[src/hdl/assert_macros.svh]
// Assertion macros shared by the segment LCD frame writer modules.
`ifndef ASSERT_MACROS_SVH
`define ASSERT_MACROS_SVH

// Same-cycle implication, disabled while reset is asserted.
`define ASSERT_IMPL(label, clk, rst_n, ante, cons, msg) \
	label: assert property (@(posedge clk) disable iff (!(rst_n)) (ante) |-> (cons)) \
		else $error(msg);

// Next-cycle implication, disabled while reset is asserted.
`define ASSERT_NEXT(label, clk, rst_n, ante, cons, msg) \
	label: assert property (@(posedge clk) disable iff (!(rst_n)) (ante) |=> (cons)) \
		else $error(msg);

`endif

[src/hdl/slcd_pkg.sv]
// Types, constants and glyph table for the segment LCD frame writer.
package slcd_pkg;

	localparam int SEGMENTS     = 10;
	localparam int COMMONS      = 4;
	localparam int ADDRESS_BITS = 6;

	localparam int FRAME_BITS = 3 + ADDRESS_BITS + SEGMENTS * COMMONS;
	localparam int CMD_BITS   = 12;
	localparam int CNT_W      = $clog2(FRAME_BITS + 1);
	localparam int CONV_STEPS = 10;

	localparam logic [2:0] HDR_DATA = 3'b101;
	localparam logic [2:0] HDR_CMD  = 3'b100;

	localparam logic [2:0] MODE_ALL  = 3'd0;
	localparam logic [2:0] MODE_TEMP = 3'd1;
	localparam logic [2:0] MODE_TIME = 3'd2;
	localparam logic [2:0] MODE_BATT = 3'd3;
	localparam logic [2:0] MODE_CMD  = 3'd4;

	typedef logic [COMMONS-1:0] nibble_t;

	typedef struct packed {
		logic [2:0] mode;
		logic       flag;
		logic [9:0] temperature_tenths;
		logic [5:0] minutes;
		logic [4:0] hours;
		logic [7:0] command_code;
	} in_item_t;

	// One queued frame: bits sent MSB first, command frames left-aligned.
	typedef struct packed {
		logic [FRAME_BITS-1:0] bits;
		logic                  kind;
		logic                  unk;
	} frame_t;

	// Three nibbles of a digit glyph, first nibble in the top bits.
	function automatic logic [3*COMMONS-1:0] glyph_row(input logic [3:0] d);
		logic [3*COMMONS-1:0] r;
		case (d)
			4'd0: r = 12'h6a6;
			4'd1: r = 12'h600;
			4'd2: r = 12'h2e4;
			4'd3: r = 12'h6e0;
			4'd4: r = 12'h642;
			4'd5: r = 12'h4e2;
			4'd6: r = 12'h4e6;
			4'd7: r = 12'h620;
			4'd8: r = 12'h6e6;
			4'd9: r = 12'h6e2;
			default: r = '0;
		endcase
		return r;
	endfunction

endpackage

[src/hdl/segment_lcd_frame_writer.sv]
// Top level of the segment LCD frame writer: ports, register and sub-block wiring.

// Segment LCD frame writer. Each input beat produces one serial frame, one
// output beat per line bit; modes 0 to 3 also update a 10 x 4-bit segment
// map. Modes 0 to 3 and the unknown modes 5 to 7 give a 49-beat data frame
// (header 101, the start address, then the map nibbles from index 0, each
// MSB first); mode 4 gives a 12-beat command frame (header 100, the command
// byte, a 0 bit). m_tlast marks the last beat of each frame. The front end
// takes each item through accept, ten double-dabble steps for the decimal
// digits, and a step that updates the map and queues the frame and waits
// there while the queue is full; it takes no new item until it is done. A
// two-entry frame queue lets it run ahead of the serialiser. The serialiser
// emits one bit per cycle while m_tready lets it, and loads the next frame
// in the cycle its last bit enters the output register, so while m_tready
// is held high and frames are queued they go out back to back.
// cfg_data sets the start address (reset 9); it is always ready and should
// only be written while the block is idle.
module segment_lcd_frame_writer
	import slcd_pkg::*;
(
	input  logic                    clk,
	input  logic                    arst_n,
	// Configuration write: start_address.
	input  logic                    cfg_valid,
	output logic                    cfg_ready,
	input  logic [ADDRESS_BITS-1:0] cfg_data,
	// Input beats.
	input  logic                    s_tvalid,
	output logic                    s_tready,
	// s_tdata from bit 0: flag[0], temperature_tenths[10:1], minutes[16:11],
	// hours[21:17], command_code[29:22], zero fill [31:30]
	input  logic [31:0]             s_tdata,
	// s_tuser: mode[2:0]
	input  logic [2:0]              s_tuser,
	// Output beats.
	output logic                    m_tvalid,
	input  logic                    m_tready,
	// m_tdata from bit 0: serial_bit[0], zero fill [7:1]
	output logic [7:0]              m_tdata,
	// m_tuser from bit 0: frame_kind[0], unknown_mode[1]
	output logic [1:0]              m_tuser,
	output logic                    m_tlast
);

	logic [ADDRESS_BITS-1:0] start_address_q;
	in_item_t                item;
	logic                    push, full, pop, empty;
	frame_t                  push_frame, head;
	logic                    out_bit, out_kind, out_unk;

	// Register write port never stalls.
	assign cfg_ready = 1'b1;

	always_ff @(posedge clk or negedge arst_n) begin
		if (!arst_n) begin
			start_address_q <= ADDRESS_BITS'(9);
		end else if (cfg_valid) begin
			start_address_q <= cfg_data;
		end
	end

	// Unpack the input beat.
	assign item.mode               = s_tuser;
	assign item.flag               = s_tdata[0];
	assign item.temperature_tenths = s_tdata[10:1];
	assign item.minutes            = s_tdata[16:11];
	assign item.hours              = s_tdata[21:17];
	assign item.command_code       = s_tdata[29:22];

	slcd_front u_front (
		.clk           (clk),
		.arst_n        (arst_n),
		.in_valid      (s_tvalid),
		.in_ready      (s_tready),
		.in_item       (item),
		.start_address (start_address_q),
		.push          (push),
		.push_frame    (push_frame),
		.full          (full)
	);

	slcd_queue u_queue (
		.clk        (clk),
		.arst_n     (arst_n),
		.push       (push),
		.push_frame (push_frame),
		.full       (full),
		.pop        (pop),
		.head       (head),
		.empty      (empty)
	);

	slcd_back u_back (
		.clk       (clk),
		.arst_n    (arst_n),
		.head      (head),
		.empty     (empty),
		.pop       (pop),
		.out_valid (m_tvalid),
		.out_ready (m_tready),
		.out_bit   (out_bit),
		.out_kind  (out_kind),
		.out_last  (m_tlast),
		.out_unk   (out_unk)
	);

	assign m_tdata = {7'd0, out_bit};
	assign m_tuser = {out_unk, out_kind};

endmodule

[src/hdl/slcd_front.sv]
// Front end: accepts items, converts digits, updates the segment map, queues frames.
`include "assert_macros.svh"

module slcd_front
	import slcd_pkg::*;
(
	input  logic                    clk,
	input  logic                    arst_n,
	input  logic                    in_valid,
	output logic                    in_ready,
	input  in_item_t                in_item,
	input  logic [ADDRESS_BITS-1:0] start_address,
	output logic                    push,
	output frame_t                  push_frame,
	input  logic                    full
);

	typedef enum logic [2:0] {
		ST_IDLE  = 3'b001,
		ST_CONV  = 3'b010,
		ST_APPLY = 3'b100
	} fstate_t;

	fstate_t    state_q;
	logic [3:0] step_q;
	in_item_t   item_q;
	logic [9:0] sh_q;
	logic [11:0] bcd_q;
	nibble_t    map_q [SEGMENTS];
	nibble_t    map_n [SEGMENTS];

	logic [11:0] bcd_adj;
	logic [4:0]  hadj;
	logic [4:0]  hunit;
	logic [3*COMMONS-1:0] g_u, g_t, g_h;
	logic        map_wr;
	logic        unk;

	assign in_ready = (state_q == ST_IDLE);

	// Double dabble step: add 3 to digits of 5 or more, then shift.
	always_comb begin
		for (int i = 0; i < 3; i++) begin
			bcd_adj[4*i +: 4] = (bcd_q[4*i +: 4] >= 4'd5) ? bcd_q[4*i +: 4] + 4'd3
			                                              : bcd_q[4*i +: 4];
		end
	end

	assign hadj  = (item_q.hours > 5'd12) ? item_q.hours - 5'd12 : item_q.hours;
	assign hunit = (hadj > 5'd9) ? hadj - 5'd10 : hadj;

	assign g_u = glyph_row(bcd_q[3:0]);
	assign g_t = glyph_row(bcd_q[7:4]);
	assign g_h = (item_q.mode == MODE_TIME) ? glyph_row(hunit[3:0]) : glyph_row(bcd_q[11:8]);

	assign unk    = (item_q.mode > MODE_CMD);
	assign map_wr = (item_q.mode < MODE_CMD);

	always_comb begin
		for (int i = 0; i < SEGMENTS; i++) map_n[i] = map_q[i];
		case (item_q.mode)
			MODE_ALL: begin
				for (int i = 0; i < SEGMENTS; i++) map_n[i] = {COMMONS{item_q.flag}};
			end
			MODE_TEMP, MODE_TIME: begin
				map_n[1] = g_u[11:8];
				map_n[2] = g_u[7:4];
				map_n[3] = g_u[3:0];
				map_n[4] = g_t[11:8];
				map_n[5] = g_t[7:4];
				map_n[6] = g_t[3:0];
				map_n[7] = g_h[11:8];
				map_n[8] = g_h[7:4];
				map_n[9] = g_h[3:0];
				if (item_q.mode == MODE_TEMP) begin
					map_n[0] = map_q[0] | 4'b1110;
					map_n[3][3] = 1'b1;
					map_n[4][3] = 1'b1;
				end else begin
					map_n[9][3] = (hadj > 5'd9);
					map_n[7][3] = 1'b1;
				end
			end
			MODE_BATT: begin
				map_n[1][3] = item_q.flag;
			end
			default: begin
			end
		endcase
	end

	always_comb begin
		push_frame = '0;
		push_frame.kind = (item_q.mode == MODE_CMD);
		push_frame.unk  = unk;
		if (item_q.mode == MODE_CMD) begin
			push_frame.bits[FRAME_BITS-1 -: CMD_BITS] = {HDR_CMD, item_q.command_code, 1'b0};
		end else begin
			push_frame.bits[FRAME_BITS-1 -: 3] = HDR_DATA;
			push_frame.bits[FRAME_BITS-4 -: ADDRESS_BITS] = start_address;
			for (int i = 0; i < SEGMENTS; i++) begin
				push_frame.bits[(SEGMENTS-1-i)*COMMONS +: COMMONS] = map_n[i];
			end
		end
	end

	assign push = (state_q == ST_APPLY) && !full;

	always_ff @(posedge clk or negedge arst_n) begin
		if (!arst_n) begin
			state_q <= ST_IDLE;
			step_q  <= '0;
			for (int i = 0; i < SEGMENTS; i++) map_q[i] <= '0;
		end else begin
			case (state_q)
				ST_IDLE: begin
					if (in_valid) begin
						state_q <= ST_CONV;
						step_q  <= '0;
					end
				end
				ST_CONV: begin
					step_q <= step_q + 4'd1;
					if (step_q == 4'(CONV_STEPS - 1)) state_q <= ST_APPLY;
				end
				ST_APPLY: begin
					if (!full) begin
						state_q <= ST_IDLE;
						if (map_wr) begin
							for (int i = 0; i < SEGMENTS; i++) map_q[i] <= map_n[i];
						end
					end
				end
				default: state_q <= ST_IDLE;
			endcase
		end
	end

	always_ff @(posedge clk) begin
		if (state_q == ST_IDLE && in_valid) begin
			item_q <= in_item;
			sh_q   <= (in_item.mode == MODE_TIME) ? {4'd0, in_item.minutes}
			                                      : in_item.temperature_tenths;
			bcd_q  <= '0;
		end else if (state_q == ST_CONV) begin
			bcd_q <= {bcd_adj[10:0], sh_q[9]};
			sh_q  <= {sh_q[8:0], 1'b0};
		end
	end

	`ASSERT_NEXT(a_f_conv_len, clk, arst_n, state_q == ST_CONV && step_q == 4'(CONV_STEPS - 1), state_q == ST_APPLY, "conversion did not end after its last step")
	`ASSERT_IMPL(a_f_step_range, clk, arst_n, state_q == ST_CONV, step_q < 4'(CONV_STEPS), "conversion step out of range")

endmodule

[src/hdl/slcd_queue.sv]
// Two-entry frame queue between front and back end.
`include "assert_macros.svh"

module slcd_queue
	import slcd_pkg::*;
(
	input  logic   clk,
	input  logic   arst_n,
	input  logic   push,
	input  frame_t push_frame,
	output logic   full,
	input  logic   pop,
	output frame_t head,
	output logic   empty
);

	frame_t     mem_q [2];
	logic       wr_ptr_q;
	logic       rd_ptr_q;
	logic [1:0] count_q;

	assign full  = (count_q == 2'd2);
	assign empty = (count_q == 2'd0);
	assign head  = mem_q[rd_ptr_q];

	always_ff @(posedge clk or negedge arst_n) begin
		if (!arst_n) begin
			wr_ptr_q <= 1'b0;
			rd_ptr_q <= 1'b0;
			count_q  <= '0;
		end else begin
			if (push) wr_ptr_q <= !wr_ptr_q;
			if (pop)  rd_ptr_q <= !rd_ptr_q;
			case ({push, pop})
				2'b10:   count_q <= count_q + 2'd1;
				2'b01:   count_q <= count_q - 2'd1;
				default: count_q <= count_q;
			endcase
		end
	end

	always_ff @(posedge clk) begin
		if (push) mem_q[wr_ptr_q] <= push_frame;
	end

	`ASSERT_IMPL(a_q_no_overflow, clk, arst_n, push && !pop, count_q != 2'd2, "frame queue overflow")
	`ASSERT_IMPL(a_q_no_underflow, clk, arst_n, pop, count_q != 2'd0, "frame queue underflow")

endmodule

[src/hdl/slcd_back.sv]
// Back end: shifts queued frames out one bit per beat through an output register.
`include "assert_macros.svh"

module slcd_back
	import slcd_pkg::*;
(
	input  logic   clk,
	input  logic   arst_n,
	input  frame_t head,
	input  logic   empty,
	output logic   pop,
	output logic   out_valid,
	input  logic   out_ready,
	output logic   out_bit,
	output logic   out_kind,
	output logic   out_last,
	output logic   out_unk
);

	logic                  busy_q;
	logic [FRAME_BITS-1:0] shift_q;
	logic [CNT_W-1:0]      cnt_q;
	logic                  kind_q;
	logic                  unk_q;
	logic                  valid_q;
	logic                  bit_q, okind_q, last_q, ounk_q;

	logic out_free;
	logic emit;

	assign out_free = !valid_q || out_ready;
	assign emit     = busy_q && out_free;
	assign pop      = !empty && (!busy_q || (emit && cnt_q == CNT_W'(1)));

	assign out_valid = valid_q;
	assign out_bit   = bit_q;
	assign out_kind  = okind_q;
	assign out_last  = last_q;
	assign out_unk   = ounk_q;

	always_ff @(posedge clk or negedge arst_n) begin
		if (!arst_n) begin
			busy_q  <= 1'b0;
			cnt_q   <= '0;
			valid_q <= 1'b0;
		end else begin
			if (out_free) valid_q <= emit;
			// a load takes over from the last bit of the previous frame
			if (pop) begin
				busy_q <= 1'b1;
				cnt_q  <= head.kind ? CNT_W'(CMD_BITS) : CNT_W'(FRAME_BITS);
			end else if (emit) begin
				cnt_q  <= cnt_q - CNT_W'(1);
				busy_q <= (cnt_q != CNT_W'(1));
			end
		end
	end

	always_ff @(posedge clk) begin
		if (emit) begin
			bit_q   <= shift_q[FRAME_BITS-1];
			last_q  <= (cnt_q == CNT_W'(1));
			okind_q <= kind_q;
			ounk_q  <= unk_q;
		end
		if (pop) begin
			shift_q <= head.bits;
			kind_q  <= head.kind;
			unk_q   <= head.unk;
		end else if (emit) begin
			shift_q <= {shift_q[FRAME_BITS-2:0], 1'b0};
		end
	end

	`ASSERT_IMPL(a_b_count, clk, arst_n, busy_q, cnt_q != '0 && cnt_q <= CNT_W'(FRAME_BITS), "bit count out of range while busy")

endmodule

[config.mk]
export PLATFORM = sky130hd
export DESIGN_NAME = segment_lcd_frame_writer
export DESIGN_NICKNAME = d
export VERILOG_FILES = /design/src/hdl/slcd_pkg.sv /design/src/hdl/segment_lcd_frame_writer.sv /design/src/hdl/slcd_front.sv /design/src/hdl/slcd_queue.sv /design/src/hdl/slcd_back.sv
export VERILOG_INCLUDE_DIRS = /design/src /design/src/hdl
export SDC_FILE = /design/constraint.sdc
export NUM_CORES = 1
export LEC_CHECK = 0
export BUFFER_PORTS_ARGS = -buffer_cell sky130_fd_sc_hd__buf_2
export CORE_UTILIZATION = 67
export DETAILED_ROUTE_END_ITERATION = 6
export PLACE_DENSITY_LB_ADDON = 0.08
export SKIP_LAST_GASP = 1
export SLEW_MARGIN = 20
export SYNTH_ARGS = -nofsm -noshare
export SYNTH_HDL_FRONTEND = slang
export SYNTH_HIERARCHICAL = 1
export SYNTH_SLANG_ARGS = --single-unit
[constraint.sdc]
create_clock -name clk -period 5.3 [get_ports clk]
set_input_delay 1.06 -clock clk [delete_from_list [all_inputs] [get_ports clk]]
set_output_delay 1.06 -clock clk [all_outputs]
set_load 0.02 [all_outputs]
==> flow_summary.yaml, run 1 <==
synthesis:
  ys_seq_area_frac: 0.586
  ys_warn_count: 6
  ys_ff_latch: 282
  synth_cell_types: 72
  synthSimpleGateAreaFrac: 0.0819
  synth_edf_count: 184
  post_synth_mux_area_share: 0.124
  synth_top_family_by_area: "multiplexers"
  synthesis.area_um2: 13300
  synth-adder-area-share: 0.0328
  syn_area_per_cell_um2: 12.7
  ys_dominant_reg_cell: "edfxtp_1"
  synth_cells: 1050
  synth_compound_area_frac: 0.119
  yosys.area_share.xor_xnor: 0.0105
  synthArstFlopShare: 0.230
cells_and_area:
  diodes: 0
  nets: 1163
  final_common_cell: "edfxtp_1"
  final_cell_mix: "edfxtp_1 (184), nand2_1 (100), mux2_4 (88)"
  syn2layout_area_growth_pct: 9.13
  fill_cells: 1311
  finalInstanceArea_um2: 14600
  drive_gt1_frac: 0.224
power_and_ir_drop:
  vdd_drop_max_uv: 329
  pwr_density_cell_nw_per_um2: 403
  power.leakage_uw: 0.00574
timing:
  grt_setup_unrepaired: "false"
  tns_ns: 0
  fin_hold_ws_ns: 0.427
  fin_crit_ns: 3.60
  period_share: 0.678
  layout_setup_ws_ns: 1.70
  worstMarginPinSlew_ns: 1.13
  finalSetupViolCount: 0
  drv_slew: 0
  clock_skew_ns: 0.0122
  slew_headroom: 0.248
  max_freq_mhz: 278
  hold_viol_final: 0
route:
  remaining_drc_errors: 0
  wl_um: 24600
  ant_nets: 0
  drt-wirelength-per-cell_um: 18.0
  drt_pass1_iterations: 5
  drtIter0Drc: 806
  vias: 8014
  vias_per_cell: 5.85
floorplan:
  die_area_um2: 20500
  die_x_um: 143
  ios: 60
  rows: 51
  initial_utilization: 0.684
  die_h_um: 143
  core_area_um2: 19500
placement:
  place_area_um2: 13600
  dp_hpwl_um: 15200
  place_congestion: 0.848
  port_buffers: 49
  place_ws_ns: 1.71
worst_setup_path:
  start_kind: "flip-flop"
  cp_max_fo: 5
  path_class: "flip-flop to flip-flop"
  arrival_ns: 3.85
  crit_required_ns: 5.55
  end_kind: "flip-flop"
  r2r-start: "u_front/item_q[10]$_DFFE_PP_"
  rrSetupSlack_ns: 1.70
  r2r_cells: 12
  reg2reg_to: "u_queue/mem_q[0][12]$_DFFE_PP_"
clock_tree:
  worstSkewPairLatency_ns: 0.54
  clockBufferDepth: 3
  cts.clk_slew.worst_paths_ns: 0.06
  cts_made_buffers: 29
  tritoncts: "yes"
  holdBufCountCts: 0
  htree_levels: 1
  cts.sinks: 282
  ctsResizeCount: 0
  post-cts-setup-buffers: 0
  clockRootBuffer: "clkbuf_16"
global_routing:
  grt_usage: 0.250
  grt_start_max_net_pins: 56
  grt_pass1_vias: 7633
  gr-total-overflow: 0
  antenna_found_initial: 0
  grt_pass1_wl_um: 39500
min_path:
  hold_depth: 0
  holdCritStartpoint: "u_back/unk_q$_DFFE_PP_"
  worstHoldPathType: "flip-flop to flip-flop"
  whs_endpoint: "u_back/out_unk$_DFFE_PP_"
job:
  max_cap_viol_count: 0
outcome:
  outcome: "finished clean"
[per-layer routing]
metal | routed length (um) | track usage | part of all wire
met3 | 981 | 0.0305 | 0.040
met1 | 11200 | 0.347 | 0.46
met2 | 12100 | 0.417 | 0.49
met4 | 347 | 0.0634 | 0.014
met5 | 0 | 0 | 0
[sequential cells by signal (all words and copies together), names as in the netlist, 2 cells and up, named ones only]
signal,count
u_back/shift_q,49
u_front/sh_q,10
u_front/g_t,7
u_front/map_q,40
u_queue/count_q,2
u_front/step_q,4
start_address_q,6
u_front/bcd_q,12
u_back/cnt_q,6
u_front/item_q,17
u_front/state_q,3
u_queue/mem_q,102
u_front/g_u,7
[worst max-delay path by stage]
stage / startpoint / endpoint / slack, ns / cells past startpoint
global route: u_front/item_q[10]$_DFFE_PP_ / u_queue/mem_q[1][12]$_DFFE_PP_ / 1.41 / 12
global placement: u_front/item_q[10]$_DFFE_PP_ / u_queue/mem_q[0][12]$_DFFE_PP_ / 1.75 / 12
CTS: u_front/item_q[10]$_DFFE_PP_ / u_queue/mem_q[0][12]$_DFFE_PP_ / 1.71 / 12
floorplan: u_queue/count_q[1]$_DFFE_PN0P_ / u_queue/mem_q[0][0]$_DFFE_PP_ / 1.71 / 4
detailed placement: u_front/item_q[10]$_DFFE_PP_ / u_queue/mem_q[0][12]$_DFFE_PP_ / 1.71 / 12
finish: u_front/item_q[10]$_DFFE_PP_ / u_queue/mem_q[0][12]$_DFFE_PP_ / 1.70 / 12
[cell families after synthesis]
family	after synthesis
mux	118
simple gates	235
other cells	4
compound gates	258
buf+inv	102
xor+xnor	16
flops	282
fa+ha+maj	35
[power breakdown]
part	internal [uW]	switching, uW	leakage, uW
clock	1230	805	0.000477
combinational	434	655	0.00244
sequential	2590	153	0.00282
[cell type report]
class	instances	area (um2)	area share
inverter	36	135	0.00928
clock buffer	44	836	0.0574
timing repair buffer	61	348	0.0239
clock inverter	10	128	0.00876
multi-input combinational	672	4970	0.341
sequential	282	7820	0.537
tap	265	332	0.0228
[critical path, cell delays in order, from the launching register on]
cell	delay, ns
edfxtp_1	0.41
ha_1	0.19
or3b_4	0.39
a21bo_2	0.23
nor2b_1	0.14
ha_1	0.21
a221o_1	0.40
o21a_2	0.27
o21ai_1	0.20
ha_1	0.20
o21ai_0	0.09
a311oi_1	0.46
nor2_1	0.10
[stage by stage]
| stage | util | instances | power (uW) |
|---|---|---|---|
| 2_1_floorplan | - | 1056 | 3630 |
| 3_3_place_gp | 0.696 | 1315 | 3840 |
| 3_5_place_dp | 0.696 | 1315 | 3870 |
| 4_1_cts | 0.745 | 1369 | 5900 |
| 5_1_grt | 0.746 | 1370 | 6130 |
| 6_report | 0.746 | 1370 | 5870 |
[synth_stat cells (all sizes together) (2+ instances only)]
master / instances / area (um2)
or3b: 2 / 20.0
nor2b: 7 / 48.8
or3: 4 / 25.0
edfxtp: 184 / 5530
buf: 33 / 327
inv: 36 / 135
a211oi: 3 / 27.5
o21ai: 64 / 320
nor3b: 4 / 35.0
dfrtp: 62 / 1550
o221ai: 2 / 23.8
o31ai: 5 / 51.3
dfxtp: 33 / 661
o22ai: 35 / 219
conb: 4 / 15.0
nand2: 100 / 375
nor2: 57 / 219
ha: 35 / 438
xnor2: 9 / 78.8
clkbuf: 33 / 144
nor3: 8 / 56.3
xor2: 7 / 61.3
nand3b: 2 / 15.0
a21oi: 88 / 444
a31oi: 8 / 50.1
o211ai: 4 / 30.0
nand2b: 8 / 50.1
dfstp: 3 / 78.8
o21a: 31 / 234
nand3: 25 / 125
a21o: 7 / 52.6
mux2i: 7 / 70.1
and2: 11 / 70.1
mux2: 111 / 1580
Power figures use the tool's default switching activity.
==> run 2, diff against run 1 <==
Settings changed: ABC_AREA set to 1, CORE_UTILIZATION 67 to 62.
Clock period 5.3 ns to 3.4 ns, I/O delays scaled along.
==> flow_summary.yaml, run 2 <==
outcome:
  outcome: "finished clean"
synthesis:
  netlist.area_leader.share: 0.430
  ys_seq_area_frac: 0.609
  synth_cells: 1331
  synth_cell_types: 47
  syn_area_per_cell_um2: 9.64
  yosys.area.top_type: "edfxtp_1"
  synthArstFlopShare: 0.230
  yosys-top-cells-count: "nand2_1 (404), edfxtp_1 (184), inv_1 (144), o21ai_0 (126), nor2_1 (90)"
  ys_ff_latch: 282
  ys_warn_count: 6
  synth_edf_count: 184
  synth_most_common_cell: "nand2_1"
  synth.area.top_cells: "edfxtp_1 (43%), dfrtp_1 (12%), nand2_1 (12%)"
  synthesis.area_um2: 12800
  ys_dominant_reg_cell: "edfxtp_1"
power_and_ir_drop:
  pwr_density_cell_nw_per_um2: 828
  total_power_uw: 11700
  vdd_drop_max_uv: 582
  power.leakage_uw: 0.00642
timing:
  drv_slew: 0
  period_share: 0.884
  clock_skew_ns: 0.0108
  tns_ns: 0
  grt_setup_unrepaired: "false"
  fin_hold_ws_ns: 0.212
  hold_viol_final: 0
  worstMarginPinSlew_ns: 0.763
  slew_headroom: 0.491
  finalSetupViolCount: 0
  max_freq_mhz: 333
  fin_crit_ns: 3.01
clock_tree:
  ctsResizeCount: 0
  tritoncts: "yes"
  htree_levels: 1
  clockRootBuffer: "clkbuf_16"
  cts_made_buffers: 28
  cts.clk_slew.worst_paths_ns: 0.06
  clockBufferDepth: 3
  worstSkewPairLatency_ns: 0.53
  cts.sinks: 282
  holdBufCountCts: 0
  post-cts-setup-buffers: 0
global_routing:
  grt_pass1_wl_um: 38400
  gr-total-overflow: 0
  antenna_found_initial: 0
  grt_pass1_vias: 8094
  grt_usage: 0.221
  grt_start_max_net_pins: 65
route:
  drt-wirelength-per-cell_um: 13.6
  drt_pass1_iterations: 6
  vias: 8561
  ant_nets: 0
  vias_per_cell: 5.14
  wl_um: 22700
  remaining_drc_errors: 0
  drtIter0Drc: 527
min_path:
  worstHoldPathType: "input pin to asynchronous set/reset pin"
worst_setup_path:
  path_class: "flip-flop to flip-flop"
  crit_top_cell: "nand2_1"
  crit_chain: "ha_1 -> inv_1 -> nor2_1 -> nand2_1 -> nand3_1 -> nand2_2 -> ha_1 -> inv_1 -> a21oi_1 -> nor2_1 -> nand2_2 -> nand2_2 -> nand2_1 -> nand2_2 -> inv_1 -> ha_1 -> or2_2 -> nand2_1 -> nand2_1 -> nand2_1 -> nor2_1"
  crit_slowest_cell: "edfxtp_1"
  cp_max_fo: 5
  crit_required_ns: 3.66
  start_kind: "flip-flop"
  end_kind: "flip-flop"
  critPathMaxStageDelay_ns: 0.38
  arrival_ns: 3.27
placement:
  place_congestion: 0.797
  dp_hpwl_um: 14400
  place_inst: 1614
  place_area_um2: 13200
  port_buffers: 49
floorplan:
  core_area_um2: 20200
  die_area_um2: 21300
  ios: 60
  die_x_um: 146
  initial_utilization: 0.634
  rows: 52
  die_h_um: 146
cells_and_area:
  syn2layout_area_growth_pct: 10.2
  diodes: 0
  regMostFlops: "u_queue/mem_q"
  final_cell_mix: "nand2_1 (404), edfxtp_1 (184), inv_1 (143)"
  finalInstanceArea_um2: 14100
  regArea_um2: 7820
  multi_input_area_um2: 4080
  fill_cells: 1522
  final_common_cell: "nand2_1"
  final_cells: 1666
  drive_gt1_frac: 0.117
  largest_register_ffs: 102
  reg_top3: "u_queue/mem_q x102, u_back/shift_q x49, u_front/map_q x40"
  nets: 1455
job:
  max_cap_viol_count: 0
-- run 2: cell count changes in the layout (fill, tap and decap cells not counted), sizes merged, moves of 28 or more --
cell | previous run | this run
nor2 | 57 | 94
o21ai | 64 | 132
a21oi | 88 | 40
inv | 37 | 153
nand2 | 100 | 419
o21a | 31 | 3
mux2 | 111 | 0
-- run 2: worst max-delay path: cells and delay by family, from the launching register on --
family,cells,cell delay (ns)
AND/OR/NAND/NOR,14,1.44
flip-flops,1,0.38
adder cells (fa/ha/maj),3,0.66
AO/OA/AOI/OAI,1,0.04
buffers and inverters,3,0.22
-- run 2: cell families after synthesis --
family / count (synthesis) / synth area share
other: 4 / 0.00117
adder cells (fa/ha/maj): 35 / 0.0341
flip-flops: 282 / 0.609
buffers and inverters: 213 / 0.0762
AND/OR/NAND/NOR: 586 / 0.188
XOR/XNOR: 11 / 0.00751
AO/OA/AOI/OAI: 200 / 0.0840
-- run 2: worst paths after layout --
| kind | start | end | slack, ns | cells after the start |
|---|---|---|---|---|
| worst max-delay path | u_front/item_q[11]$_DFFE_PP_ | u_queue/mem_q[0][11]$_DFFE_PP_ | 0.39 | 21 |
| worst min-delay path | arst_n | u_back/cnt_q[5]$_DFFE_PN0P_ | 0.21 | 1 |
| worst max register to register | u_front/item_q[11]$_DFFE_PP_ | u_queue/mem_q[0][11]$_DFFE_PP_ | 0.39 | 21 |
| worst min register to register | u_back/unk_q$_DFFE_PP_ | u_back/out_unk$_DFFE_PP_ | 0.42 | 0 |
| max in group asynchronous | arst_n | u_front/state_q[0]$_DFFE_PN1P_ | 2.44 | 2 |
| min in group clk | s_tdata[19] | u_front/item_q[10]$_DFFE_PP_ | 0.32 | 1 |
-- run 2: layer usage --
layer | track usage | wire length (um) | vias to the layer above
li1 | - | - | 4388
met1 | 0.306 | 10200 | 3940
met2 | 0.372 | 10700 | 207
met3 | 0.0313 | 1370 | 26
met4 | 0.0526 | 349 | 0
met5 | 0 | 0 | -
-- run 2: cell type report --
type	count	area share
clock inverter	18	0.00999
clock buffer	34	0.0563
timing repair buffer	65	0.0276
tap	270	0.0239
sequential	282	0.553
inverter	155	0.0415
multi-input combinational	842	0.288
-- run 2: report_power, final --
group	total [uW]	internal, uW	switching (uW)
combinational	3380	1140	2240
clock	3050	1810	1240
sequential	5280	4870	414
total	11700	7820	3890
-- run 2: per-stage QoR --
step                worst slack (ns)   util
CTS                            0.404  0.699
detailed placement             0.422  0.653
global route                   0.128  0.699
global placement               0.497  0.653
finish                         0.394  0.699
floorplan                      0.711      -
